$ cat config.mk
export PLATFORM = sky130hd
export DESIGN_NAME = rrca_divider
export DESIGN_NICKNAME = d
export VERILOG_FILES = /design/src/design/rrca_pkg.sv /design/src/design/rrca_divider.sv
export SDC_FILE = /design/constraint.sdc
export NUM_CORES = 1
export LEC_CHECK = 0
export ABC_AREA = 1
export ABC_CLOCK_PERIOD_IN_PS = 5100
export BUFFER_PORTS_ARGS = -buffer_cell sky130_fd_sc_hd__buf_2
export CORE_MARGIN = 5
export CORE_UTILIZATION = 55
export DETAILED_ROUTE_END_ITERATION = 6
export MAX_ROUTING_LAYER = met4
export PLACE_DENSITY = 0.74
export SLEW_MARGIN = 15
export SYNTH_ARGS = -nofsm -noshare
export SYNTH_HDL_FRONTEND = slang
export SYNTH_SLANG_ARGS = --single-unit
$ cat constraint.sdc
create_clock -name i_clk -period 5.1 [get_ports i_clk]
set_input_delay 0.255 -clock i_clk [delete_from_list [all_inputs] [get_ports i_clk]]
set_output_delay 0.255 -clock i_clk [all_outputs]
set_load 0.05 [all_outputs]
$ cat src/design/rrca_pkg.sv
// ----------------------------------------------------------------------------
// rrca_pkg
// Types and constants shared by the channel averager and its divider.
// ----------------------------------------------------------------------------
package rrca_pkg;

    localparam int MOTOR_COUNT_DEF = 2;
    localparam int COUNT_BITS_DEF  = 32;
    localparam int CHAN_N          = 6;
    localparam int SUM_W           = 50;

    typedef struct packed {
        logic               op;
        logic               motor_index;
        logic [5:0]         read_select;
        logic signed [15:0] id_value;
        logic signed [15:0] iq_value;
        logic signed [15:0] dc_value;
        logic signed [15:0] vd_value;
        logic signed [15:0] vq_value;
    } t_in_item;

    typedef struct packed {
        logic signed [16:0] avg_motor_current;
        logic signed [15:0] avg_input_current;
        logic signed [15:0] avg_d_current;
        logic signed [15:0] avg_q_current;
        logic signed [15:0] avg_d_voltage;
        logic signed [15:0] avg_q_voltage;
        logic [5:0]         from_accumulator;
    } t_out_item;

    typedef enum logic [2:0] {
        ST_IDLE,
        ST_SQRT,
        ST_CHAN,
        ST_DIV,
        ST_OUT
    } t_state;

endpackage

$ cat src/design/rrca_divider.sv
// ----------------------------------------------------------------------------
// rrca_divider
// Restoring divider, one quotient bit per cycle, magnitude 50 by COUNT_BITS.
// ----------------------------------------------------------------------------
module rrca_divider #(
    parameter int COUNT_BITS = 32
) (
    input  logic                          i_clk,
    input  logic                          i_rst_n,
    input  logic                          i_start,
    input  logic [rrca_pkg::SUM_W-1:0]    i_dividend,
    input  logic [COUNT_BITS-1:0]         i_divisor,
    output logic                          o_done,
    output logic [rrca_pkg::SUM_W-1:0]    o_quotient
);
    import rrca_pkg::*;

    localparam int CW = $clog2(SUM_W + 1);

    logic [SUM_W-1:0]      r_q;
    logic [COUNT_BITS:0]   r_rem;
    logic [COUNT_BITS-1:0] r_div;
    logic [CW-1:0]         r_cnt;
    logic                  r_busy;
    logic [COUNT_BITS:0]   w_trial;
    logic [COUNT_BITS:0]   w_diff;

    assign w_trial = {r_rem[COUNT_BITS-1:0], r_q[SUM_W-1]};
    assign w_diff  = w_trial - {1'b0, r_div};

    always_ff @(posedge i_clk) begin
        if (!i_rst_n) begin
            r_busy <= 1'b0;
            r_cnt  <= '0;
            o_done <= 1'b0;
        end else begin
            o_done <= 1'b0;
            if (i_start) begin
                r_busy <= 1'b1;
                r_cnt  <= CW'(SUM_W);
                r_q    <= i_dividend;
                r_rem  <= '0;
                r_div  <= i_divisor;
            end else if (r_busy) begin
                if (w_trial >= {1'b0, r_div}) begin
                    r_rem <= w_diff;
                    r_q   <= {r_q[SUM_W-2:0], 1'b1};
                end else begin
                    r_rem <= w_trial;
                    r_q   <= {r_q[SUM_W-2:0], 1'b0};
                end
                r_cnt <= r_cnt - 1'b1;
                if (r_cnt == CW'(1)) begin
                    r_busy <= 1'b0;
                    o_done <= 1'b1;
                end
            end
        end
    end

    assign o_quotient = r_q;
endmodule
# --- After elaboration in Yosys (flattened, before gate mapping) ---
# Index checks and enable logic that the tools add are counted.
totals:
  regBits: 122
  inputBits: 85
  out_inout_bits: 51
  word_cells: 29
classes:
  n_addsub: 2
  magnitude_cmp: 1
  eq_ne: 1
  n_mux: 11
  n_bitwise: 2
  reduce_logical: 5
op_table:
  columns: ["operator", "n"]
  rows:
  - ["$mux 50", 2]
  - ["$mux 32", 2]
  - ["$ge 33x32->1", 1]
  - ["$sub 32x32->32", 1]
  - ["$mux 6", 2]
  - ["$eq 6x1->1 const B", 1]
  - ["$sub 6x1->6 const B", 1]
  - ["$mux 1", 5]
  - ["$reduce_and 2->1", 2]
  - ["$reduce_or 3->1", 1]
  - ["$not 1->1", 2]
  - ["$reduce_bool 2->1", 1]
  - ["$reduce_or 2->1", 1]

# --- Logic depth before layout (Yosys ltp) ---
# Gate-level depths: netlist of the first run.
logic_depth:
  word_depth: 4
  depth_mapped: 17
  depth_no_buf: 15

# --- Worst setup path after synthesis of the first run ---
# OpenSTA, ideal clock, no wires.
synth_path:
  path_kind: "input to register"
  from: "in i_start"
  to: "reg r_q[0] (netlist: o_quotient[0]), enable pin"
  setup_ns: 0.524
  arrival_time_ns: 4.051
  required_ns: 4.576
  setup_slack_ns: 0.525
  cell_stages: 3
  n_path_buf: 1
  cell_sequence: "clkbuf_1 nor2_1 nor2_1"
synth_via:
  elab_chain_cells: 2
synth_lines:
  columns: ["element", "line_no", "rtl"]
  rows:
  - ["start: declaration", "rrca_divider.sv:10", "input logic i_start,"]
  - ["$reduce_bool 2->1 (no source line)", null, null]
  - ["$reduce_and 2->1 (no source line)", null, null]
  - ["end signal: assignment", "rrca_divider.sv:41", "r_q <= i_dividend;"]
  - ["end signal: assignment", "rrca_divider.sv:47", "r_q <= {r_q[SUM_W-2:0], 1'b1};"]
  - ["end signal: assignment", "rrca_divider.sv:50", "r_q <= {r_q[SUM_W-2:0], 1'b0};"]
  - ["end: declaration", "rrca_divider.sv:20", "logic [SUM_W-1:0] r_q;"]
# No other way between the ends.
# A chain may end at the register's enable or synchronous reset.

# --- Final worst setup path of the first run ---
layout_path:
  from: "reg r_rem[20]"
  to: "reg r_rem[21] (data pin)"
layout_via:
  elab_chain_cells: 3
  elab_cells_between_ends: 4
  cone_classes: "add/sub: 1; order compare: 1; mux: 2"
layout_lines:
  columns: ["element", "line_no", "rtl"]
  rows:
  - ["start: declaration", "rrca_divider.sv:21", "logic [COUNT_BITS:0] r_rem;"]
  - ["start signal: assignment", "rrca_divider.sv:46", "r_rem <= w_diff;"]
  - ["start signal: assignment", "rrca_divider.sv:49", "r_rem <= w_trial;"]
  - ["$sub 32x32->32 / $ge 33x32->1 (equally long branches)", "rrca_divider.sv:29, rrca_divider.sv:45", null]
  - ["$mux 32 *", "rrca_divider.sv:45", "if (w_trial >= {1'b0, r_div}) begin"]
  - ["$mux 32 *", "rrca_divider.sv:44", "end else if (r_busy) begin"]
# Every way passes the cells marked *; elsewhere a longest branch is shown, timed or not. The select of a mux whose other input is x is not followed.

==> impl_metrics.json, run 1 <==
{
  "worst_r2r_startpoint": "r_rem[20]",
  "highest_count_cells_in_the_layout_ignoring_fill_and_taps": "nand2_1, inv_1, buf_2",
  "synthesis_warning_total": 0,
  "synth_top_cells_by_area": "edfxtp_1, nand2_1, inv_1",
  "timing.setup.critical_path_class": "reg2reg",
  "met2RoutedLength_mm": 9.64,
  "remaining_number_of_nets_flagged_by_the_antenna_check_after_routing": 0,
  "fp.dieW_um": 130,
  "floorplan_core_area_um2": 14000,
  "post-route-drc-count": 0,
  "synth.yosys.seq_area_share_pct": 45.4,
  "dpl_worst_slack_ns": 2.60,
  "start_kind": "register",
  "run_status": "finished clean",
  "final_common_cell": "nand2_1",
  "cts_h_tree_lvls": 4,
  "syn_area_cell_um2": 7.47,
  "dpl_cell_area_um2": 8700,
  "library_cells_used_by_synthesis": 37,
  "globalRoute.totalOverflow": 0,
  "final_cell_area_um2": 9420,
  "final_critical_path_setup_slack_ns": 2.57,
  "final_hold_viol_count": 0,
  "grt_antenna_before_repair": 0,
  "die_area_um2": 16800,
  "cts-root-buf": "clkbuf_16",
  "layout_worst_path_cycle_share_pct": 49.6,
  "vdd_ir_drop_max_v": 0.000270,
  "timing.max_cap.violations": 0,
  "wl_per_instance_um": 14.4,
  "boundaryPins": 136,
  "timing.critical_path.to_type": "register",
  "clk-insertion-delay-late_ns": 0.42,
  "whs_path_depth": 1,
  "cp_data_arrival_time_ns": 2.70,
  "cp.required_ns": 5.27,
  "areaGrowthSynthToFinish_pct": 19.3,
  "yosysTopAreaCell": "edfxtp_1",
  "synth-seq-cells": 122,
  "io_buffer_count": 135,
  "post-synth-top-area-fraction_pct": 43.4,
  "routed-wl-met3_mm": 1.24,
  "die-height_um": 130,
  "min-delay-path-class": "in2reg",
  "post_synth_instance_area_um2": 7890,
  "max_freq_mhz": 395,
  "detailedRoute.firstIterationViolations": 467,
  "timing.hold.worst.start": "i_divisor[1]",
  "drv_slew": 0,
  "cts_made_buffers": 17,
  "cts_tree": "built",
  "clkSlewWorstSetupHoldPaths_ns": 0.06,
  "layout-drive-gt1-share_pct": 17.6,
  "layout_min_cycle_time_ns": 2.53,
  "vias_per_cell": 4.94,
  "grt_util_all_layers_pct": 25.5,
  "grt_pass1_vias": 6676,
  "antennaDiodeCount": 0,
  "cellPowerDensity_nw_per_um2": 362,
  "post_layout_net_count": 1320,
  "floorplan.initialDensity_pct": 56.4,
  "post_cts.repair.setup_buffers": 0,
  "setup_viol": 0,
  "grt_pass1_wl_mm": 32.5,
  "hpwlAfterDp_mm": 14.7,
  "largest_net_degree_at_the_start_of_global_routing": 57,
  "detailroute.via_count": 6879,
  "crit_start": "r_rem[20]",
  "maxSlewHeadroom_pct": 50.4,
  "rsz_0062_raised_after_global_routing": "no",
  "clkSinkCount": 122,
  "reg2reg_depth": 12,
  "route.layer.met1.wl_mm": 8.82,
  "synthesis.nets": 1176,
  "gp_congestion": 0.975,
  "critical_path.max_fanout": 25,
  "syn_inst": 1056,
  "fin_worst_skew_ns": 0.0126,
  "max-clock-path-buffers": 2,
  "routed_wirelength_mm": 20.1,
  "tns_ns": 0,
  "drtPass1Iterations": 5,
  "placement_rows": 43,
  "routed.top_layer": "met4",
  "worst_slew_pin_slew_ns": 0.743,
  "leakage_nw": 4.99
}
final timing paths:
check	end	slack (ns)
max	r_rem[21]	2.57
min	r_div[1]	0.01
min reg2reg	r_cnt[0]	0.50
max reg2reg	r_rem[21]	2.57
kinds of logic after synthesis:
family          after synthesis  share of synthesized area [%]
xor+xnor                     17                           1.89
buf+inv                     202                           10.4
fa+ha+maj                    35                           5.64
simple gates                653                           34.8
flops                       122                           45.4
compound gates               27                           1.92
report_power, final:
part           total (mW)  internal [mW]  switching, mW
registers            1.23           1.20         0.0379
clock network        1.31          0.836          0.470
logic               0.865          0.277          0.588
total                3.40           2.31           1.10
flip-flops by register name (all words and copies together), names as in the netlist:
signal	flops
o_done	1
o_quotient	50
r_busy	1
r_cnt	6
r_div	32
r_rem	32
area by class of cell:
cell class	instances	area, µm²
clock inverters	13	193
clock buffers	19	443
repair buffers	148	793
inverters	179	682
flip-flops and latches	122	3580
multi-input cells	732	3500
well taps	180	225
fillers	1240	4570
per-stage QoR:
step           cells  utilization, %  hold slack, ns  power (mW)
2_1_floorplan   1056               -           0.354        1.90
3_3_place_gp    1353            62.2           0.432        2.09
3_5_place_dp    1353            62.2           0.433        2.11
4_1_cts         1393            67.3        0.000310        3.42
5_1_grt         1393            67.3        0.000325        3.57
6_report        1393            67.3          0.0108        3.40
timing repair:
item	CTS	global route
resized for setup	0	0
hold endpoints to repair	8	0
hold buffers	8	0
worst max-delay path, stage by stage (launching register included):
cell and delay (ns):
edfxtp_1 0.42, ha_1 0.39, nand2_1 0.15, nor2_2 0.22, nand2_1 0.11, nor2_2 0.17
nand2_1 0.09, nand3_2 0.09, inv_4 0.13, nand2_8 0.19, inv_8 0.12, nor2_1 0.13
nor2_1 0.05
cells in the mapped netlist:
master	count
nand2_1	454
inv_1	175
edfxtp_1	114
nor2_1	89
ha_1	34
nand3_1	30
nor2_2	26
nand3b_1	23
a21oi_1	20
xor2_1	14
clkbuf_1	11
and2_1	9
dfxtp_1	8
buf_2	7
nand4_1	5
nor3_1	5
nand2_2	4
xnor2_1	3
a21o_1	2
buf_6	2
buf_8	2
inv_2	2
nand3_2	2
nor3b_1	2
a21boi_0	1
a221oi_1	1
a31oi_1	1
buf_4	1
fa_1	1
inv_4	1
inv_8	1
nand2_4	1
nand2_8	1
nor3_2	1
o21ai_0	1
o21ai_2	1
or2_2	1
routing by layer:
layer	global-route usage, %	vias up
met2	41.8	222
met5	-	-
met4	7.64	0
li1	-	3538
met3	4.95	24
met1	32.3	3095
(Power assumes the default switching activity.)
==> run 2, diff against run 1 <==
- ABC_AREA: 1 -> 0
- ABC_CLOCK_PERIOD_IN_PS: 5100 -> 2500
- PLACE_DENSITY: 0.74 -> 0.76
- clock period: 5.1 -> 2.5 ns (I/O delays scaled with it)
==> run 2 against run 1 <==
Compared with the run above:
- the flow now finishes with violations (negative setup slack)
- combinational power rose to 2.8 times the previous value
- setup slack got worse by 3.1 ns
- global-route usage is 2.8 points higher
==> impl_metrics.json, run 2 <==
{
  "largest_net_degree_at_the_start_of_global_routing": 51,
  "start_kind": "register",
  "boundaryPins": 136,
  "critical_path.max_fanout": 6,
  "post-synth-top-area-fraction_pct": 50.0,
  "timing.setup.critical_path_class": "reg2reg",
  "fin_worst_skew_ns": 0.0185,
  "timing.critical_path.to_type": "register",
  "cp.required_ns": 2.66,
  "globalRoute.totalOverflow": 0,
  "final_common_cell": "buf_2",
  "cts_h_tree_lvls": 4,
  "layout_min_cycle_time_ns": 3.01,
  "timing.hold.worst.start": "i_dividend[36]",
  "grt_antenna_before_repair": 0,
  "vias_per_cell": 5.50,
  "detailroute.via_count": 5801,
  "violations": "negative setup slack",
  "numPlacedInstances": 941,
  "areaGrowthSynthToFinish_pct": 47.0,
  "largest_register_ff_count": 50,
  "dpl_worst_slack_ns": -0.542,
  "syn_inst": 571,
  "vdd_ir_drop_max_v": 0.000602,
  "cts_made_buffers": 17,
  "rsz_0062_raised_after_global_routing": "yes",
  "die_area_um2": 14800,
  "clk-insertion-delay-late_ns": 0.43,
  "die-height_um": 122,
  "clkSinkCount": 122,
  "crit_start": "r_rem[17]",
  "filler_cell_count": 655,
  "synthesis_warning_total": 0,
  "min-delay-path-class": "in2reg",
  "synth_enable_flop_cells": 114,
  "switching_power_mw": 2.25,
  "grt_util_all_layers_pct": 28.2,
  "cts_tree": "built",
  "cp_data_arrival_time_ns": 3.17,
  "leakage_nw": 4.33,
  "post_layout_net_count": 993,
  "multiInputGateArea_um2": 3270,
  "synth.yosys.seq_area_share_pct": 52.4,
  "synthesis.nets": 691,
  "whs_ns": 0.0129,
  "io_buffer_count": 135,
  "cellPowerDensity_nw_per_um2": 751,
  "max_freq_mhz": 332,
  "gp_congestion": 0.878,
  "power.share.clock_pct": 34.1,
  "clkSlewWorstSetupHoldPaths_ns": 0.06,
  "synth-seq-cells": 122,
  "cts-root-buf": "clkbuf_16",
  "remaining_number_of_nets_flagged_by_the_antenna_check_after_routing": 0,
  "totalPowerFinal_mw": 7.55,
  "maxSlewHeadroom_pct": 57.7,
  "fp.dieW_um": 122,
  "detailedRoute.firstIterationViolations": 405,
  "swShare_pct": 29.8,
  "routed_wirelength_mm": 20.1,
  "library_cells_used_by_synthesis": 57,
  "final_critical_path_setup_slack_ns": -0.509,
  "layout_worst_path_cycle_share_pct": 120,
  "ys.flop_type": "edfxtp_1",
  "antennaDiodeCount": 0,
  "stdcell_count": 1054,
  "synth_top_cells_by_area": "edfxtp_1, mux2_2, ha_1",
  "synth_most_common_cell": "edfxtp_1",
  "grt_pass1_wl_mm": 31.6,
  "drtPass1Iterations": 5,
  "hpwlAfterDp_mm": 12.6,
  "floorplan.initialDensity_pct": 56.5,
  "grt_pass1_vias": 6355,
  "placement_rows": 40,
  "floorplan_core_area_um2": 12100,
  "power.internal_mw": 5.30,
  "highest_count_cells_in_the_layout_ignoring_fill_and_taps": "buf_2, edfxtp_1, buf_4",
  "worst_slew_pin_slew_ns": 0.635,
  "layout-drive-gt1-share_pct": 43.9,
  "timing.max_cap.violations": 0,
  "post-route-drc-count": 0,
  "syn_area_cell_um2": 12.0,
  "wl_per_instance_um": 19.1,
  "post_synth_instance_area_um2": 6840,
  "final_hold_viol_count": 0,
  "setup_viol": 33,
  "sequentialPowerShare_pct": 33.8,
  "yosysTopAreaCell": "edfxtp_1",
  "ff_latch_area_um2": 3580,
  "pwr-share-comb_pct": 32.1,
  "ys_async_sr_fraction_pct": 0,
  "worst_r2r_startpoint": "r_rem[17]",
  "max-clock-path-buffers": 2,
  "drv_slew": 0,
  "run_status": "finished with violations",
  "most_frequent_cells_after_synthesis": "edfxtp_1, nor2_1, inv_1, mux2_2, ha_1"
}
[run 2: cell types whose count changed in the layout (fill, tap and decap cells not counted), moves of 22 or more]
cell           before  now
nand2_1           454   19
inv_1             174   46
buf_4               5  105
mux2_2              0   49
dlygate4sd3_1       8   54
nor2_1             88   49
nand3_1            30    4
nor2_2             26    2
mux2i_1             0   22
nand3b_1           23    1
[run 2: worst max-delay path, cell delays in order, from the launching register on]
cell	delay (ns)
edfxtp_1	0.43
ha_4	0.26
a211o_1	0.30
a21oi_2	0.14
o2111ai_2	0.14
nor3_4	0.26
o21ai_2	0.11
a21oi_2	0.14
a31oi_2	0.12
a2bb2oi_4	0.19
buf_12	0.16
buf_12	0.14
buf_6	0.12
buf_6	0.11
nor2_4	0.07
a211oi_2	0.04
[run 2: layer usage]
| metal | GRT usage, % | share of wire, % | vias to the layer above |
|---|---|---|---|
| li1 | - | - | 2705 |
| met1 | 30.8 | 38 | 2804 |
| met2 | 49.2 | 53 | 245 |
| met3 | 7.89 | 6.5 | 47 |
| met4 | 10.6 | 2.8 | 0 |
| met5 | - | 0 | - |
[run 2: worst paths after layout]
| check | cells past startpoint | to | slack, ns |
|---|---|---|---|
| setup / recovery | 15 | r_rem[0] | -0.51 |
| hold / removal | 2 | o_quotient[36] | 0.01 |
| setup reg to reg | 15 | r_rem[0] | -0.51 |
| hold reg to reg | 1 | o_quotient[39] | 0.58 |
[run 2: power groups by stage]
| stage | clock [mW] | sequential, mW | combinational [mW] |
|---|---|---|---|
| 4_1_cts | 2.59 | 2.54 | 2.22 |
| 2_1_floorplan | 0 | 2.74 | 1.15 |
| 3_5_place_dp | 0 | 2.57 | 1.95 |
| 6_report | 2.57 | 2.55 | 2.42 |
| 5_1_grt | 2.70 | 2.57 | 2.60 |
| 3_3_place_gp | 0 | 2.57 | 1.89 |
[run 2: cells by family (layout without fill, tap and decap cells)]
| group | Yosys count | after routing | share of synthesized area, % |
|---|---|---|---|
| and+or+nand+nor | 126 | 126 | 8.85 |
| DFF | 122 | 122 | 52.4 |
| AOI/OAI and AO/OA | 111 | 111 | 11.7 |
| muxes | 76 | 76 | 12.0 |
| buffers and inverters | 72 | 387 | 4.90 |
| adders and majority gates | 35 | 35 | 6.51 |
| xor gates and xnor gates | 29 | 29 | 3.71 |
[run 2: stage by stage]
step | TNS [ns] | utilization, % | area, µm²
CTS | -12.98 | 80.9 | 9800
finish | -14.32 | 83.1 | 10100
floorplan | -8.45 | - | 6880
global placement | -10.95 | 68.7 | 8320
global route | -17.89 | 83.1 | 10100
detailed placement | -13.81 | 68.7 | 8320
[run 2: area by class of cell]
type                    instances  area share (%)
clock buffers                  20            4.34
multi-input cells             377            32.5
clock inverters                12            1.70
well taps                     168            2.09
inverters                      49            1.83
repair buffers                306            22.0
flip-flops and latches        122            35.6
[run 2: repair_timing]
item | CTS | global route
hold endpoints to repair | 54 | 2
setup buffers | 15 | 10
resized for setup | 30 | 24
setup endpoints to repair | 33 | 33
cloned | 1 | 2
hold buffers | 52 | 2
pin swaps | 21 | 13
==> run 3, diff against run 2 <==
- CORE_ASPECT_RATIO: unset -> 1.4
==> run 3 against run 2 <==
Compared with the run above:
- the run ends with negative hold slack, negative setup slack left
- via count is 3.4% higher
- worst hold slack worse by 0.015 ns
- clock skew is 0.0044 ns lower
- non-clock buffer count is 6 lower
- sequential share of layout area is 0.53 points higher
- global-route usage is 0.76 points higher
- first-iteration DRC count is 4.0% lower
- setup slack worse by 0.030 ns
==> impl_metrics.json, run 3 (synthesis results as in run 2) <==
{
  "grt_pass1_vias": 6567,
  "cp.required_ns": 2.66,
  "crit_start": "r_rem[17]",
  "timing.max_cap.violations": 0,
  "rsz_0062_raised_after_global_routing": "yes",
  "totalPowerFinal_mw": 7.51,
  "dpl_cell_area_um2": 8350,
  "final_hold_viol_count": 1,
  "stdcell_count": 1030,
  "worst_r2r_startpoint": "r_rem[17]",
  "areaGrowthSynthToFinish_pct": 44.8,
  "reg2reg_depth": 13,
  "globalRoute.totalOverflow": 0,
  "fp.dieW_um": 104,
  "vdd_ir_drop_max_v": 0.000622,
  "cts_made_buffers": 17,
  "leakage_nw": 4.28,
  "max-clock-path-buffers": 2,
  "layout-drive-gt1-share_pct": 45.3,
  "max_freq_mhz": 329,
  "run_status": "finished with violations",
  "grt_pass1_wl_mm": 33.1,
  "antennaDiodeCount": 0,
  "tns_ns": -14.97,
  "grt_util_all_layers_pct": 29.0,
  "detailedRoute.firstIterationViolations": 389,
  "routed-wl-met3_mm": 1.50,
  "start_kind": "register",
  "reg2reg_slack_ns": -0.54,
  "worstPathBufferInverterCount": 2,
  "die_area_um2": 14800,
  "violations": "negative hold slack, negative setup slack",
  "layout_min_cycle_time_ns": 3.04,
  "post-route-drc-count": 0,
  "r2r_end": "r_rem[4]",
  "clk-insertion-delay-late_ns": 0.43,
  "numPlacedInstances": 927,
  "highest_count_cells_in_the_layout_ignoring_fill_and_taps": "buf_2, edfxtp_1, buf_4",
  "placement_rows": 48,
  "clkSlewWorstSetupHoldPaths_ns": 0.07,
  "cts_tree": "built",
  "drv_slew": 0,
  "gp_congestion": 0.976,
  "final_common_cell": "buf_2",
  "cts_h_tree_lvls": 4,
  "boundaryPins": 136,
  "timing.critical_path.to_type": "register",
  "critical_path.max_fanout": 7,
  "route.layer.met1.wl_mm": 7.47,
  "cp_data_arrival_time_ns": 3.20,
  "filler_cell_count": 671,
  "wl_per_instance_um": 20.7,
  "post_layout_net_count": 987,
  "worst_slew_pin_slew_ns": 0.480,
  "dpl_worst_slack_ns": -0.521,
  "cp.depth": 13,
  "final_cell_area_um2": 9910,
  "routed_wirelength_mm": 21.3,
  "hpwlAfterDp_mm": 12.6,
  "critPathTopFamily": "compound AO/OA/AOI/OAI gates",
  "cellPowerDensity_nw_per_um2": 757,
  "cts-root-buf": "clkbuf_16",
  "largest_register_ff_count": 50,
  "ff_latch_area_um2": 3580,
  "cell_by_cell_trace_of_the_critical_path": "ha_4, a211o_1, a21oi_2, a21boi_2, or3_1, o21ai_2, a21oi_2, a31oi_2, a2bb2oi_4, buf_12, buf_12, mux2i_4, nor2_2",
  "met2RoutedLength_mm": 11.3,
  "timing.setup.critical_path_class": "reg2reg",
  "floorplan.initialDensity_pct": 55.9,
  "layout_worst_path_cycle_share_pct": 122,
  "drtPass1Iterations": 5,
  "cpPeakStageDelay_ns": 0.44,
  "fin_worst_skew_ns": 0.0140,
  "grt_antenna_before_repair": 0,
  "postLayoutCoreUtil_pct": 80.9,
  "floorplan_core_area_um2": 12300,
  "final_critical_path_setup_slack_ns": -0.539,
  "remaining_number_of_nets_flagged_by_the_antenna_check_after_routing": 0,
  "maxSlewHeadroom_pct": 67.6,
  "setup_viol": 33,
  "routed.top_layer": "met4",
  "die-height_um": 142,
  "vias_per_cell": 5.83,
  "cpMaxStageDelayCell": "edfxtp_1",
  "io_buffer_count": 135,
  "clkSinkCount": 122,
  "whs_ns": -0.00179,
  "min-delay-path-class": "in2reg",
  "largest_net_degree_at_the_start_of_global_routing": 49,
  "multiInputGateArea_um2": 3250,
  "critPathCapture": "r_rem[4]",
  "detailroute.via_count": 6000
}
-- run 3: timing repair --
item | 4_1_cts | 5_1_grt
gates resized for setup | 31 | 23
hold endpoints to repair | 44 | 1
hold buffers | 42 | 1
setup endpoints to repair | 33 | 33
pin swaps | 23 | 19
buffers inserted | 18 | 9
cloned | 1 | 0
-- run 3: area by class of cell --
class | count | share of cell area, %
Timing Repair Buffer | 300 | 21.4
Sequential cell | 122 | 36.1
Tap cell | 150 | 1.89
Multi-Input combinational cell | 377 | 32.8
Inverter | 49 | 1.86
Clock buffer | 19 | 4.58
Clock inverter | 13 | 1.34
-- run 3: worst min path at each step --
stage | start | to | slack, ns | cells past startpoint
after floorplan | i_divisor[0] | r_div[0] | 0.22 | 0
after global placement | i_divisor[25] | r_div[25] | 0.30 | 1
after detailed placement | i_divisor[12] | r_div[12] | 0.30 | 1
after CTS | i_dividend[24] | o_quotient[24] | 0.0002 | 2
after global routing | i_dividend[41] | o_quotient[41] | 0.01 | 2
final | i_dividend[1] | o_quotient[1] | -0.002 | 2
-- run 3: routing by layer --
metal / vias up / GRT usage (%)
met5: - / -
met4: 0 / 13.8
met3: 81 / 6.31
met2: 368 / 51.2
met1: 2853 / 30.7
li1: 2698 / -
-- run 3: where the power goes --
group / total [mW] / switching, mW / internal, mW
Clock: 2.49 / 1.04 / 1.45
Sequential: 2.55 / 0.101 / 2.45
Combinational: 2.46 / 1.28 / 1.18
